--- src/design/tmt_pkg.sv ---
`timescale 1ns / 1ps

package tmt_pkg;

   localparam int SET_SIZE    = 10;
   localparam int SAMPLE_BITS = 16;

   localparam int FILL_BITS = $clog2(SET_SIZE + 1);
   localparam int CNT_BITS  = $clog2(SET_SIZE);
   localparam int SUM_BITS  = SAMPLE_BITS + $clog2(SET_SIZE);
   localparam int MAG_BITS  = SUM_BITS;
   localparam int TRIM_BITS = 2;

   localparam logic [TRIM_BITS-1:0] TRIM_RESET = TRIM_BITS'(1);

   localparam int KEEP_WIDE   = SET_SIZE - 2;
   localparam int KEEP_NARROW = SET_SIZE - 4;

   localparam logic [MAG_BITS-1:0] DIV_WIDE    = MAG_BITS'(KEEP_WIDE);
   localparam logic [MAG_BITS-1:0] DIV_NARROW  = MAG_BITS'(KEEP_NARROW);
   localparam logic [MAG_BITS-1:0] HALF_WIDE   = MAG_BITS'(KEEP_WIDE / 2);
   localparam logic [MAG_BITS-1:0] HALF_NARROW = MAG_BITS'(KEEP_NARROW / 2);
   localparam logic [MAG_BITS-1:0] RECIP_WIDE  =
      MAG_BITS'((64'd1 << MAG_BITS) / KEEP_WIDE);
   localparam logic [MAG_BITS-1:0] RECIP_NARROW =
      MAG_BITS'((64'd1 << MAG_BITS) / KEEP_NARROW);

   typedef logic signed [SAMPLE_BITS-1:0] sample_type;
   typedef logic signed [SUM_BITS-1:0]    sum_type;

   typedef struct packed {
      sample_type value;
      logic       greater;
   } cell_link_type;

   typedef struct packed {
      logic go;
      logic narrow;
   } set_start_type;

endpackage

--- src/design/tmt_sort_cell.sv ---
`timescale 1ns / 1ps

module tmt_sort_cell
   import tmt_pkg::*;
(
   input  logic          clock,
   input  logic          insert,
   input  logic          occupied,
   input  sample_type    sample,
   input  cell_link_type left_link,
   output cell_link_type right_link,
   output sample_type    next_value
);

   sample_type value_ff;
   sample_type value_in;
   logic       greater;

   // empty cells count as larger than any sample
   always_comb begin
      greater = !occupied || (value_ff > sample);
      if (!greater) begin
         value_in = value_ff;
      end else if (left_link.greater) begin
         value_in = left_link.value;
      end else begin
         value_in = sample;
      end
   end

   always_ff @(posedge clock) begin
      if (insert) begin
         value_ff <= value_in;
      end
   end

   assign right_link = '{value: value_ff, greater: greater};
   assign next_value = value_in;

endmodule

--- src/design/tmt_mean_unit.sv ---
`timescale 1ns / 1ps

module tmt_mean_unit
   import tmt_pkg::*;
(
   input  logic          clock,
   input  logic          reset,
   input  set_start_type start,
   input  sample_type    set_values [SET_SIZE],
   output logic          busy,
   output logic          rsp_valid,
   input  logic          rsp_stall,
   output sample_type    rsp_mean_value
);

   typedef enum logic [5:0] {
      S_IDLE  = 6'b000001,
      S_ACCUM = 6'b000010,
      S_MAG   = 6'b000100,
      S_MUL   = 6'b001000,
      S_FIX   = 6'b010000,
      S_SEND  = 6'b100000
   } mean_state_type;

   localparam logic [CNT_BITS-1:0] CNT_LAST = CNT_BITS'(SET_SIZE - 1);

   mean_state_type      state_ff, state_in;
   sample_type          snap_ff [SET_SIZE];
   logic [SET_SIZE-1:0] keep_ff;
   logic                narrow_ff;
   logic [CNT_BITS-1:0] cnt_ff;
   sum_type             acc_ff;
   logic                neg_ff;
   logic [MAG_BITS-1:0] mag_ff;
   logic [MAG_BITS-1:0] q0_ff;
   sample_type          mean_ff;

   logic [SET_SIZE-1:0]   keep_in;
   logic [MAG_BITS-1:0]   div_sel, half_sel, recip_sel;
   logic [2*MAG_BITS-1:0] prod;
   logic [MAG_BITS-1:0]   back, rem, quot;
   sample_type            quot_s;

   always_comb begin
      for (int i = 0; i < SET_SIZE; i++) begin
         if (start.narrow) begin
            keep_in[i] = (i >= 2) && (i < SET_SIZE - 2);
         end else begin
            keep_in[i] = (i >= 1) && (i < SET_SIZE - 1);
         end
      end
   end

   assign div_sel   = narrow_ff ? DIV_NARROW : DIV_WIDE;
   assign half_sel  = narrow_ff ? HALF_NARROW : HALF_WIDE;
   assign recip_sel = narrow_ff ? RECIP_NARROW : RECIP_WIDE;

   assign prod   = (2*MAG_BITS)'(mag_ff) * (2*MAG_BITS)'(recip_sel);
   assign back   = q0_ff * div_sel;
   assign rem    = mag_ff - back;
   assign quot   = (rem >= div_sel) ? q0_ff + MAG_BITS'(1) : q0_ff;
   assign quot_s = SAMPLE_BITS'(quot);

   always_comb begin
      state_in = state_ff;
      unique case (state_ff)
         S_IDLE:  if (start.go) state_in = S_ACCUM;
         S_ACCUM: if (cnt_ff == CNT_LAST) state_in = S_MAG;
         S_MAG:   state_in = S_MUL;
         S_MUL:   state_in = S_FIX;
         S_FIX:   state_in = S_SEND;
         S_SEND:  if (!rsp_stall) state_in = S_IDLE;
         default: state_in = S_IDLE;
      endcase
   end

   always_ff @(posedge clock) begin
      if (reset) begin
         state_ff <= S_IDLE;
      end else begin
         state_ff <= state_in;
      end
   end

   always_ff @(posedge clock) begin
      if (state_ff == S_IDLE && start.go) begin
         snap_ff   <= set_values;
         keep_ff   <= keep_in;
         narrow_ff <= start.narrow;
         cnt_ff    <= '0;
         acc_ff    <= '0;
      end else if (state_ff == S_ACCUM) begin
         // drain the snapshot one entry a cycle into the accumulator
         for (int i = 0; i < SET_SIZE - 1; i++) begin
            snap_ff[i] <= snap_ff[i+1];
         end
         keep_ff <= keep_ff >> 1;
         cnt_ff  <= cnt_ff + CNT_BITS'(1);
         if (keep_ff[0]) begin
            acc_ff <= acc_ff + sum_type'(snap_ff[0]);
         end
      end
      if (state_ff == S_MAG) begin
         neg_ff <= acc_ff[SUM_BITS-1];
         mag_ff <= MAG_BITS'(acc_ff[SUM_BITS-1] ? -acc_ff : acc_ff) + half_sel;
      end
      if (state_ff == S_MUL) begin
         q0_ff <= prod[2*MAG_BITS-1:MAG_BITS];
      end
      if (state_ff == S_FIX) begin
         mean_ff <= neg_ff ? -quot_s : quot_s;
      end
   end

   assign busy           = (state_ff != S_IDLE);
   assign rsp_valid      = (state_ff == S_SEND);
   assign rsp_mean_value = mean_ff;

   a_start_when_idle: assert property (@(posedge clock) disable iff (reset)
      start.go |-> state_ff == S_IDLE)
      else $error("set started while mean unit busy");

   a_accum_length: assert property (@(posedge clock) disable iff (reset)
      (state_ff == S_ACCUM && cnt_ff == CNT_LAST) |=> state_ff == S_MAG)
      else $error("accumulation did not end after one full set");

   a_recip_error: assert property (@(posedge clock) disable iff (reset)
      state_ff == S_FIX |-> rem < (div_sel << 1))
      else $error("reciprocal quotient off by more than one");

   a_fix_to_send: assert property (@(posedge clock) disable iff (reset)
      state_ff == S_FIX |=> rsp_valid)
      else $error("result not presented after correction");

endmodule

--- src/design/trimmed_mean_of_ten.sv ---
`timescale 1ns / 1ps

// channel  direction  handshake             payload
// req      in         req_valid/req_stall   req_sample (16b signed)
// rsp      out        rsp_valid/rsp_stall   rsp_mean_value (16b signed)
// csr      in         csr_write_enable      csr_write_data (2b trim count)
//
// one sample is accepted per cycle into the insertion chain while req_stall is low
// the set-completing sample starts a drain of all SET_SIZE set entries, then
// rounding and scaling in S_MAG, S_MUL and S_FIX; rsp_valid rises in S_SEND
// that sample is stalled only while the previous result is still in flight
// synchronous reset empties the set, sets the trim count to 1 and stalls req

module trimmed_mean_of_ten
   import tmt_pkg::*;
(
   input  logic                 clock,
   input  logic                 reset,
   input  logic                 req_valid,
   output logic                 req_stall,
   input  sample_type           req_sample,
   output logic                 rsp_valid,
   input  logic                 rsp_stall,
   output sample_type           rsp_mean_value,
   input  logic                 csr_write_enable,
   input  logic [TRIM_BITS-1:0] csr_write_data
);

   localparam logic [FILL_BITS-1:0] FILL_LAST = FILL_BITS'(SET_SIZE - 1);

   logic [FILL_BITS-1:0] fill_ff, fill_in;
   logic [TRIM_BITS-1:0] trim_ff;
   logic                 accept;
   logic                 set_done;
   logic                 busy;
   cell_link_type        links [SET_SIZE+1];
   sample_type           set_values [SET_SIZE];
   set_start_type        start;

   assign req_stall = reset || (busy && (fill_ff == FILL_LAST));
   assign accept    = req_valid && !req_stall;
   assign set_done  = accept && (fill_ff == FILL_LAST);

   always_comb begin
      fill_in = fill_ff;
      if (accept) begin
         fill_in = set_done ? '0 : fill_ff + FILL_BITS'(1);
      end
   end

   always_ff @(posedge clock) begin
      if (reset) begin
         fill_ff <= '0;
         trim_ff <= TRIM_RESET;
      end else begin
         fill_ff <= fill_in;
         if (csr_write_enable) begin
            trim_ff <= csr_write_data;
         end
      end
   end

   assign links[0] = '{value: '0, greater: 1'b0};

   for (genvar i = 0; i < SET_SIZE; i++) begin : g_cell
      tmt_sort_cell u_cell (
         .clock      (clock),
         .insert     (accept),
         .occupied   (fill_ff > FILL_BITS'(i)),
         .sample     (req_sample),
         .left_link  (links[i]),
         .right_link (links[i+1]),
         .next_value (set_values[i])
      );
   end

   // trim codes 2 and 3 drop two at each end, 0 and 1 drop one
   assign start = '{go: set_done, narrow: trim_ff[1]};

   tmt_mean_unit u_mean (
      .clock          (clock),
      .reset          (reset),
      .start          (start),
      .set_values     (set_values),
      .busy           (busy),
      .rsp_valid      (rsp_valid),
      .rsp_stall      (rsp_stall),
      .rsp_mean_value (rsp_mean_value)
   );

   a_last_cell_free: assert property (@(posedge clock) disable iff (reset)
      links[SET_SIZE].greater)
      else $error("last cell occupied before set completes");

   a_fill_restart: assert property (@(posedge clock) disable iff (reset)
      set_done |=> fill_ff == '0 && busy)
      else $error("set completion did not restart fill and start mean unit");

   a_fill_bound: assert property (@(posedge clock) disable iff (reset)
      fill_ff <= FILL_LAST)
      else $error("fill count beyond set size");

endmodule

--- config.mk ---
export PLATFORM = sky130hd
export DESIGN_NAME = trimmed_mean_of_ten
export DESIGN_NICKNAME = d
export VERILOG_FILES = /design/src/design/tmt_pkg.sv /design/src/design/tmt_sort_cell.sv /design/src/design/tmt_mean_unit.sv /design/src/design/trimmed_mean_of_ten.sv
export SDC_FILE = /design/constraint.sdc
export NUM_CORES = 2
export LEC_CHECK = 0
export ABC_AREA = 1
export CAP_MARGIN = 20
export CORE_ASPECT_RATIO = 1.1
export CORE_MARGIN = 8
export CORE_UTILIZATION = 50
export CTS_CLUSTER_DIAMETER = 120
export CTS_CLUSTER_SIZE = 40
export DETAILED_ROUTE_END_ITERATION = 10
export DONT_BUFFER_PORTS = 1
export HOLD_SLACK_MARGIN = 0.03
export PLACE_DENSITY = 0.76
export SYNTH_ARGS = -nofsm -noshare
export SYNTH_HDL_FRONTEND = slang
export SYNTH_SLANG_ARGS = --single-unit
--- constraint.sdc ---
create_clock -name clock -period 16.02 [get_ports clock]
set_input_delay 4.806 -clock clock [delete_from_list [all_inputs] [get_ports clock]]
set_output_delay 4.806 -clock clock [all_outputs]
set_load 0.02 [all_outputs]
# After elaboration in Yosys (flattened, before gate mapping)
# Cells that the tools add are included.
# op_classes
addsub	8
mul	2
order_cmp	21
eq_ne	12
n_mux	35
n_reduce_logical	29
# ops
operator	n
two-way mux 16 bit	22
two-way mux 144 bit	2
> comparator 16 bit	10
multiplier 20 x 20 -> 40 bit	1
one-hot mux 6 bit (6 select lines)	1
adder 20 x 16 -> 20 bit	1
adder 20 bit	1
greater-or-equal comparator 20 bit	1
multiplier 20 x 4 -> 20 bit	1
two-way mux 20 bit	1
negation 20 bit	1
subtractor 20 bit	1
two-way mux 6 bit	3
two-way mux 9 bit	2
adder 16 x 1 -> 16 bit, second input constant	1
> comparator 4 x 3 -> 1 bit, second input constant	4
negation 16 bit	1
zero test 1 bit	11
logical OR 1 bit	11
adder 4 x 1 -> 4 bit, second input constant	2
== test 4 bit, second input constant	2
> comparator 4 x 1 -> 1 bit, second input constant	2
> comparator 4 x 2 -> 1 bit, second input constant	2
> comparator 4 bit, second input constant	2
16 further kinds	21
# totals
reg_bits	423
elab_cells	139

# Longest topological paths before layout
# logic_depth
word_depth	8
ltp_mapped	35
mapped_depth_nobuf	32

# Hierarchy
# A second synthesis with hierarchy kept.
# unflattened
hier_cells	4430
area_unflattened_um2	36318.6
# modules_own_cells
module	instances	cells_per_inst	area_per_inst_um2	seq_area_each_um2
tmt_mean_unit	1	2580	21775.9	7287.0
tmt_sort_cell	10	179	1413.9	480.5
trimmed_mean_of_ten	1	60	404.1	100.1

# Worst setup path after synthesis
# Ideal clock, no wire load.
# synth_timing
path_kind	in2reg
start	in reset
end	reg u_mean.keep_ff[1], enable pin
setup_ps	511
arrival_time_ps	12597
required_time_ps	15509
slack_ps	2912
cell_stages	8
cell_sequence	inv_1 > nand3_1 > inv_1 > nand2_1 > clkbuf_1 > clkbuf_1 > buf_2 > nand2_1
# synth_between
elab_chain_cells	6
# synth_lines
item	line	source
start, declared	trimmed_mean_of_ten.sv:18	input logic reset,
logical OR 1 bit	trimmed_mean_of_ten.sv:40	assign req_stall = reset || (busy && (fill_ff == FILL_LAST));
zero test 1 bit	trimmed_mean_of_ten.sv:41	assign accept = req_valid && !req_stall;
logical AND 1 bit	trimmed_mean_of_ten.sv:41	
via accept	trimmed_mean_of_ten.sv:33	logic accept;
logical AND 1 bit	trimmed_mean_of_ten.sv:42	assign set_done = accept && (fill_ff == FILL_LAST);
logical AND 1 bit	tmt_mean_unit.sv:86	if (state_ff == S_IDLE && start.go) begin
nonzero test 2 bit (no line)	--	
end signal, assigned	tmt_mean_unit.sv:88	keep_ff <= keep_in;
end signal, assigned	tmt_mean_unit.sv:97	keep_ff <= keep_ff >> 1;
end, declared	tmt_mean_unit.sv:29	logic [SET_SIZE-1:0] keep_ff;
# The timed path passes the listed nets, and every way through them passes these cells.
# A chain may end at the register's enable or synchronous reset.

# Worst setup path after layout
# layout_timing
start	in reset
end	out req_stall
# layout_between
elab_chain_cells	1
# layout_lines
item	line	source
logical OR 1 bit	trimmed_mean_of_ten.sv:40	
end, declared	trimmed_mean_of_ten.sv:20	output logic req_stall,
# No other way between the ends.

==> impl_metrics.py <==
metrics = {
    "pwr": {
        "ir_drop_mv": 0.0878,
        "seqPwrFrac_pct": 60.6,
        "intPower_mw": 1.51,
        "power_frac_clock_pct": 28.3,
        "leakage_nw": 17.6,
        "power_frac_comb_pct": 11.0,
        "p_sw_mw": 0.533,
        "powerDensity_nw_per_um2": 56.7,
        "swShare_pct": 26.1,
    },
    "run": {
        "cap_violations": 0,
    },
    "timing": {
        "worst_slew_pin_slew_ns": 1.09,
        "slew_headroom_pct": 27.3,
        "fmax_mhz": 98.7,
        "finalSetupViolations": 0,
        "report.final.slew_viol_count": 0,
        "hold_viol": 0,
        "final.period_utilization_pct": 63.2,
        "fin_tns_setup_ns": 0,
        "min_period_ns": 10.13,
        "rsz0062_at_grt": "no",
        "clock_skew_ns": 0.0692,
    },
    "routing": {
        "ant_nets": 0,
        "vias_per_cell": 5.29,
        "remaining_drc_errors": 0,
        "wirelength_um": 77600,
        "wl_per_cell_um": 15.8,
        "first_pass_iters": 7,
        "drt_iter0_markers": 1741,
        "vias": 26000,
    },
    "place": {
        "port_buffers": 0,
        "placed_area_um2": 35400,
        "dp_hpwl_um": 58900,
        "gp_congestion": 0.924,
    },
    "cts": {
        "clkSinkCount": 421,
        "htreeDepth": 1,
        "ctsHoldBuffers": 0,
        "cts_max_path_buffers": 3,
        "cts_resized": 0,
        "tritoncts": "yes",
        "clk_latency_ns": 0.59,
        "cts_buffers": 16,
        "clockRootBuffer": "clkbuf_16",
        "path_clk_slew_ns": 0.14,
        "post_cts_buffers": 0,
    },
    "logic_synthesis": {
        "synth_nets": 4631,
        "ys_seq_area_share_pct": 35.4,
        "synth_top_family_by_area": "adder cells",
        "synth_compound_area_share_pct": 10.5,
        "synthXorXnorAreaFrac_pct": 2.26,
        "ys_dominant_reg_cell": "edfxtp_1",
        "synth_fa_ha_area_share_pct": 23.5,
        "synth-edff-count": 379,
        "synth_mux_area_share_pct": 0,
        "yosys.area_share.simple_pct": 19.4,
        "syn_inst": 4038,
        "synth.distinct_cells": 54,
        "async_flop_share_pct": 0,
        "synth_area_um2": 34500,
        "postSynthAreaPerCell_um2": 8.54,
        "ys_ff_latch": 421,
        "synth.yosys.warnings": 0,
    },
    "global_route": {
        "grt_pass1_vias": 25900,
        "antenna_found_initial": 0,
        "busiest_layer": "met2",
        "gr-usage-met1_pct": 22.1,
        "use_met3_pct": 1.54,
        "overflow": 0,
        "grt_max_degree": 101,
        "grt_pass1_wl_um": 126000,
        "grt_use_met2_pct": 38.2,
        "grt_util_all_layers_pct": 19.7,
    },
    "floorplan": {
        "initial_utilization_pct": 50.3,
        "fp.dieH_um": 291,
        "ios": 41,
        "rows": 101,
        "die_width_um": 266,
        "die_area_um2": 77600,
        "core-area_um2": 68600,
    },
    "layout": {
        "drive_gt1_share_pct": 4.27,
        "design_area_um2": 36000,
        "final_nets": 4566,
        "synthToLayoutAreaGrowth_pct": 4.46,
        "num_antenna_cells": 0,
    },
    "critical_path": {
        "startpoint_type": "input pin",
        "endpoint_kind": "output port",
        "path_cells": "inv_1 -> nand2_1",
        "cp_num_buf_inv": 1,
        "required_ns": 11.21,
        "slowest_stage": "inv_1",
        "cpLargestDelayFamily": "buffers and inverters",
        "path_class": "input pin to output port",
        "slowest_delay_ns": 0.26,
        "cp.arrival_ns": 5.32,
        "crit_fanout": 7,
    },
    "min_path": {
        "hp-class": "flip-flop to flip-flop",
    },
    "run_status": {
        "status": "complete, no violations",
    },
}
-- power groups by stage --
stage,logic [mW],registers [mW],clock network [mW]
after global placement,0.215,1.26,0
after CTS,0.226,1.24,0.590
final,0.226,1.24,0.579
after floorplan,0.171,1.26,0
after global routing,0.258,1.24,0.621
after detailed placement,0.225,1.26,0
-- cells by family after synthesis --
| kind of cell | after synthesis |
|---|---|
| AND/OR/NAND/NOR | 1528 |
| adder cells (fa/ha/maj) | 570 |
| flip-flops | 421 |
| buffers and inverters | 814 |
| AO/OA/AOI/OAI | 616 |
| XOR/XNOR | 89 |
-- placed cells by master (no fill, tap or decap), drive strengths merged, types with 30 or more instances in the layout --
master  synthesis  routed
a21oi         166     166
and2          100     100
dfxtp          42      42
edfxtp        379     379
fa            128     128
ha            442     442
inv           691     692
nand2         986     986
nand3         113     113
nand4          49      49
nor2          154     154
nor3           38      38
o211ai         50      50
o21ai         239     239
o21bai         72      72
or2            69      69
xnor2          30      30
xor2           59      59
-- worst reg2reg max path, delay by kind of cell (launching register included) --
family / cells / cell delay, ns
adder cells (fa/ha/maj): 7 / 3.05
XOR/XNOR: 1 / 0.06
buffers and inverters: 7 / 1.18
AO/OA/AOI/OAI: 5 / 1.46
flip-flops: 1 / 0.35
AND/OR/NAND/NOR: 8 / 0.75
-- flip-flops by register name (all words and copies together) (netlist names) --
register	cells
u_mean.q0_ff	19
fill_ff	4
u_mean.mag_ff	20
u_mean.narrow_ff	1
u_mean.keep_ff	9
u_mean.rsp_mean_value	16
u_mean.cnt_ff	4
u_mean.neg_ff	1
u_mean.snap_ff	160
trim_ff	1
u_mean.state_ff	6
u_mean.acc_ff	20
g_cell.u_cell.value_ff	160
-- stage by stage --
stage / total power, mW / std cells / setup WS (ns) / hold WS, ns / utilization [%]
2_1_floorplan: 1.43 / 4038 / 2.91 / 0.436 / -
3_3_place_gp: 1.48 / 4880 / 5.90 / 0.443 / 51.6
3_5_place_dp: 1.49 / 4880 / 5.88 / 0.448 / 51.6
4_1_cts: 2.05 / 4908 / 5.89 / 0.480 / 52.4
5_1_grt: 2.12 / 4910 / 5.89 / 0.517 / 52.5
6_report: 2.04 / 4910 / 5.89 / 0.474 / 52.5
-- layer usage --
layer / share of wire (%) / vias to the layer above
li1: - / 13100
met1: 40 / 12200
met2: 52 / 501
met3: 3.5 / 148
met4: 3.9 / 0
met5: 0 / -
-- layout make-up --
type | instances | area, µm²
Timing Repair Buffer | 25 | 215
Inverter | 706 | 2660
Tap cell | 927 | 1160
Multi-Input combinational cell | 2803 | 19200
Clock inverter | 6 | 123
Fill cell | 6264 | 32600
Clock buffer | 22 | 423
Sequential cell | 421 | 12200
-- cell usage after synthesis (6+ instances only) --
cell	number	area share, %
clkinv_1	15	0.16
nor2_2	7	0.13
a31oi_1	11	0.20
inv_2	6	0.065
o21ai_0	224	3.3
xor2_1	59	1.5
nand3_1	106	1.5
o31ai_1	6	0.13
nand3b_1	8	0.17
nand2_1	966	11
or2_2	68	1.2
clkbuf_1	87	0.95
fa_1	128	7.4
o22ai_1	17	0.31
buf_1	11	0.12
nor2_1	142	1.5
dfxtp_1	42	2.4
a221oi_1	6	0.15
and2_1	100	1.8
xnor2_1	30	0.76
nand4_1	49	0.89
a21o_1	7	0.15
o221ai_1	7	0.18
inv_1	685	7.5
nand2_2	17	0.31
buf_2	7	0.10
o211ai_1	50	1.1
o21ai_1	14	0.20
edfxtp_1	379	33
nor3_1	38	0.55
a21oi_1	165	2.4
ha_1	442	16
nor4_1	6	0.11
o21bai_1	72	1.6
o21a_1	23	0.50
-- worst paths after layout --
check	cells past startpoint	startpoint	endpoint	slack, ns
setup reg to reg	28	u_mean.narrow_ff	u_mean.q0_ff[18]	8.94
hold reg to reg	2	u_mean.keep_ff[8]	u_mean.keep_ff[7]	0.47
setup / recovery	2	reset	req_stall	5.89
hold / removal	2	u_mean.keep_ff[8]	u_mean.keep_ff[7]	0.47
Power figures use the tool's default switching activity.
